===== config.mk =====
export PLATFORM = sky130hd
export DESIGN_NAME = vdt_ctrl
export DESIGN_NICKNAME = d
export VERILOG_FILES = /design/src/rtl/vdt_pkg.sv /design/src/rtl/vdt_ctrl.sv
export SDC_FILE = /design/constraint.sdc
export NUM_CORES = 1
export LEC_CHECK = 0
export ABC_AREA = 1
export BUFFER_PORTS_ARGS = -buffer_cell sky130_fd_sc_hd__buf_2
export CAP_MARGIN = 20
export CORE_AREA = 2 2 39 41
export DETAILED_ROUTE_END_ITERATION = 10
export DIE_AREA = 0 0 41 43
export GPL_TIMING_DRIVEN = 0
export SYNTH_ARGS = -nofsm -noshare
export SYNTH_HDL_FRONTEND = slang
export SYNTH_SLANG_ARGS = --single-unit

===== constraint.sdc =====
create_clock -name clk -period 0.8 [get_ports clk]
set_input_delay 0.24 -clock clk [delete_from_list [all_inputs] [get_ports clk]]
set_output_delay 0.24 -clock clk [all_outputs]
set_load 0.03 [all_outputs]

===== src/rtl/vdt_pkg.sv =====
// Shared types, constants and helpers for the vertex deduplication table.
package vdt_pkg;

  localparam int COORD_W = 32;
  localparam int DIFF_W  = 33;
  localparam int TOL_W   = 31;
  localparam int INDEX_W = 10;

  localparam logic [TOL_W-1:0] TOL_RESET = 31'd1;

  typedef enum logic {
    CMD_ADD   = 1'b0,
    CMD_CLEAR = 1'b1
  } command_t;

  typedef enum logic {
    ST_IDLE,
    ST_SCAN
  } state_t;

  typedef struct packed {
    logic load;
    logic clear;
    logic issue;
    logic flush;
    logic finish_hit;
    logic finish_miss;
  } cmd_t;

  typedef struct packed {
    logic hit;
    logic issue_done;
    logic pipe_empty;
  } status_t;

  function automatic logic axis_close(input logic signed [DIFF_W-1:0] d,
                                      input logic [TOL_W-1:0] tol);
    logic signed [DIFF_W-1:0] t;
    t = signed'({2'b00, tol});
    return (d < t) && (d > -t);
  endfunction

endpackage


===== src/rtl/vdt_ctrl.sv =====
// Controller state machine that sequences the table scan, append and clear.
module vdt_ctrl (
  input  logic             clk,
  input  logic             rst,
  input  logic             start,
  input  logic             command,
  input  vdt_pkg::status_t status,
  output logic             busy,
  output vdt_pkg::cmd_t    cmd
);

  vdt_pkg::state_t state;
  vdt_pkg::state_t state_next;

  always_ff @(posedge clk) begin
    if (rst) begin
      state <= vdt_pkg::ST_IDLE;
    end else begin
      state <= state_next;
    end
  end

  always_comb begin
    state_next = state;
    unique case (state)
      vdt_pkg::ST_IDLE: begin
        if (start && (command == vdt_pkg::CMD_ADD)) begin
          state_next = vdt_pkg::ST_SCAN;
        end
      end
      vdt_pkg::ST_SCAN: begin
        if (status.hit || (status.issue_done && status.pipe_empty)) begin
          state_next = vdt_pkg::ST_IDLE;
        end
      end
      default: state_next = vdt_pkg::ST_IDLE;
    endcase
  end

  always_comb begin
    cmd  = '0;
    busy = 1'b0;
    unique case (state)
      vdt_pkg::ST_IDLE: begin
        if (start) begin
          if (command == vdt_pkg::CMD_CLEAR) begin
            cmd.clear = 1'b1;
          end else begin
            cmd.load = 1'b1;
          end
        end
      end
      vdt_pkg::ST_SCAN: begin
        busy = 1'b1;
        if (status.hit) begin
          cmd.finish_hit = 1'b1;
          cmd.flush      = 1'b1;
        end else if (status.issue_done && status.pipe_empty) begin
          cmd.finish_miss = 1'b1;
        end else begin
          cmd.issue = !status.issue_done;
        end
      end
      default: begin
        busy = 1'b0;
      end
    endcase
  end

endmodule


Yosys cells after proc, flatten, opt, wreduce, memory -nomap -nowiden

Index checks and enable logic that the tools add are counted.

Register bits after elaboration: 1
Input port bits: 7
Output and inout port bits: 7

Muxes and demuxes: 14
Bitwise gates (word level): 2
Reductions and logical operators: 4

Operator list:

| operator                           | number |
|---|---|
| 1-bit 2-to-1 mux                   | 9 |
| 2-bit 2-to-1 mux                   | 3 |
| 4-bit 2-to-1 mux                   | 1 |
| 1-bit logical AND                  | 2 |
| 1-bit inverter                     | 2 |
| 1-bit case mux with 2 select lines | 1 |
| 1-bit logical NOT                  | 1 |
| 1-bit logical OR                   | 1 |

Depth between registers and ports, before layout

Word-level depth: 4
Mapped depth: 3
Mapped depth without buffers: 3

Worst setup path before layout

No wires, ideal clock.

Kind: register to output
From: reg state
To: out cmd[0] (netlist name)
Data arrival time: 1.082 ns
Slack: -0.522 ns
Cell stages (with the launch flop): 3
Path through: dfxtp_1 > nand2_1 > nor2_1

RTL lines:

| element                | RTL line       | text |
|---|---|---|
| start, declared        | vdt_ctrl.sv:12 | `vdt_pkg::state_t state;` |
| start signal, assigned | vdt_ctrl.sv:17 | `state <= vdt_pkg::ST_IDLE;` |
| start signal, assigned | vdt_ctrl.sv:19 | `state <= state_next;` |
| end, declared          | vdt_ctrl.sv:9  | `output vdt_pkg::cmd_t cmd` |

==> flow_metrics.py <==
metrics = {
    "final_layout": {
        "drive_gt1_share_pct": 96.9,
        "largest_register": "state",
        "layout_commonest_cell": "buf_6",
        "top_regs": "state (1)",
        "nets": 41,
        "n_antenna_cell": 0,
        "layout_common_cells": "9 x buf_6, 4 x buf_2",
        "area_delta_synth_final_pct": 231,
        "largest_register_ffs": 1,
    },
    "timing": {
        "rsz0062_at_grt": "yes",
        "slew_violations": 0,
        "holdWs_ps": 396,
        "hold_viol": 0,
        "post-route-period-util_pct": 117,
        "setup_ws_ps": -133,
        "fmax_ghz": 1.07,
        "worstMarginPinSlew_ps": 157,
        "fin_crit_ps": 933,
        "skew_ps": 0,
        "relSlewSlack_pct": 89.6,
        "setup_viol_count_final": 7,
    },
    "cts": {
        "clock_latency_ps": 0,
        "cts.reportedPaths.clkPinSlew_ps": 0,
        "cts_hold_buf": 0,
    },
    "critical_path": {
        "worstSetupPathType": "register to primary output",
        "endpoint_kind": "primary output",
        "rr_endpoint": "state$_SDFF_PP0_",
        "crit_start": "state$_SDFF_PP0_",
        "r2r_start": "state$_SDFF_PP0_",
        "crit_required_ps": 560,
        "crit_path_end": "cmd[2]",
        "r2r_cells": 4,
        "r2r_slack_ps": 10,
        "cp.arrival_ps": 690,
        "startpoint_type": "register",
        "worstPathMaxFanout": 6,
    },
    "run_status": {
        "violations": "setup timing",
        "status": "finished, violations left",
    },
    "power": {
        "pwr_density_cell_nw_per_um2": 634,
        "leakage_nw": 0.157,
        "ir_drop_v": 0.000159,
    },
    "floorplan": {
        "num_io_pins": 14,
        "die_area_um2": 1760,
        "start_util_pct": 6.96,
        "rows": 14,
        "core_um2": 1380,
        "die_x_um": 41,
        "die_h_um": 43,
    },
    "yosys": {
        "syn_avg_cell_area_um2": 5.67,
        "synth_cells": 17,
        "yosysWarnings": 0,
        "netlist_area_um2": 96.3,
        "synth_seq_cells": 1,
        "ys_types": 8,
        "ys_seq_area_share_pct": 20.8,
        "synth_fp_nets": 24,
    },
    "global_routing": {
        "antenna_found_initial": 0,
        "grtUsageTotal_pct": 3.90,
        "grt_pass1_wl_um": 496,
        "grt_pass1_vias": 142,
        "grt_max_degree": 7,
        "overflow": 0,
    },
    "route": {
        "dr.first_iter.drc_count": 0,
        "via_per_inst": 3.38,
        "drt_wl_total_um": 346,
        "first_pass_iters": 1,
        "num_vias": 162,
        "wire_per_inst_um": 7.21,
        "drc": 0,
        "antenna_left": 0,
    },
    "flow_run": {
        "maxCapViolCount": 0,
    },
    "hold_path": {
        "worst_hold_path_type": "input pin to register",
        "min_from": "rst",
    },
    "place": {
        "dp_hpwl_um": 283,
        "place_ws_ps": -266,
        "gp_congestion": 0.442,
        "port_buffers": 13,
    },
}
## worst min path at each step
stage,end,cells after the start
2_1_floorplan,state$_SDFF_PP0_,1
3_3_place_gp,state$_SDFF_PP0_,2
3_5_place_dp,state$_SDFF_PP0_,2
4_1_cts,state$_SDFF_PP0_,2
5_1_grt,state$_SDFF_PP0_,2
6_report,state$_SDFF_PP0_,2
## what timing repair did
action / CTS / global route
endpoints found under the setup margin: 7 / 8
resized for setup: 22 / 2
setup buffers: 2 / 0
pin swaps: 5 / 1
## per-layer routing
layer / track usage [%] / vias to the layer above / routed length, um
li1: - / 79 / -
met5: 0 / - / 0
met1: 2.86 / 76 / 86
met3: 0 / 0 / 30
met4: 0 / 0 / 0
met2: 9.38 / 7 / 230
## worst max-delay path: stages (launching register included)
cell	delay, ps
dfxtp_4	350
nand2_4	90
inv_6	30
buf_6	100
buf_6	120
## layout make-up
type / instances / area (um^2)
Buffer: 1 / 11.3
Fill cell: 166 / 1060
Inverter: 5 / 28.8
Multi-Input combinational cell: 10 / 95.1
Sequential cell: 1 / 23.8
Tap cell: 16 / 20.0
Timing Repair Buffer: 15 / 140
## stage by stage
stage	instance area, um^2	total power, mW	cells	utilization (%)	setup TNS (ps)
2_1_floorplan	144	0.122	17	-	-721
3_3_place_gp	229	0.156	46	16.5	-1100
3_5_place_dp	229	0.158	46	16.5	-1130
4_1_cts	313	0.200	48	22.6	-709
5_1_grt	319	0.212	48	23.1	-860
6_report	319	0.202	48	23.1	-667
## cell usage after synthesis (all sizes together)
cell / n / area share [%]
nor2: 3 / 12
nand2: 4 / 16
dfxtp: 1 / 21
inv: 5 / 19
buf: 1 / 7.8
nand3: 2 / 16
a21oi: 1 / 9.1
## cell families (layout without fill, tap and decap cells)
| family | Yosys count | count (layout) | synth area share, % |
|---|---|---|---|
| flops | 1 | 1 | 20.8 |
| simple gates | 9 | 9 | 42.8 |
| compound gates | 1 | 1 | 9.09 |
| buf+inv | 6 | 21 | 27.3 |
## power breakdown
| part | internal (mW) | total (mW) | switching [mW] |
|---|---|---|---|
| logic | 0.0701 | 0.143 | 0.0726 |
| clock network | 0 | 0 | 0 |
| registers | 0.0524 | 0.0596 | 0.00718 |
| total | 0.123 | 0.202 | 0.0798 |
(Power assumes the default switching activity.)
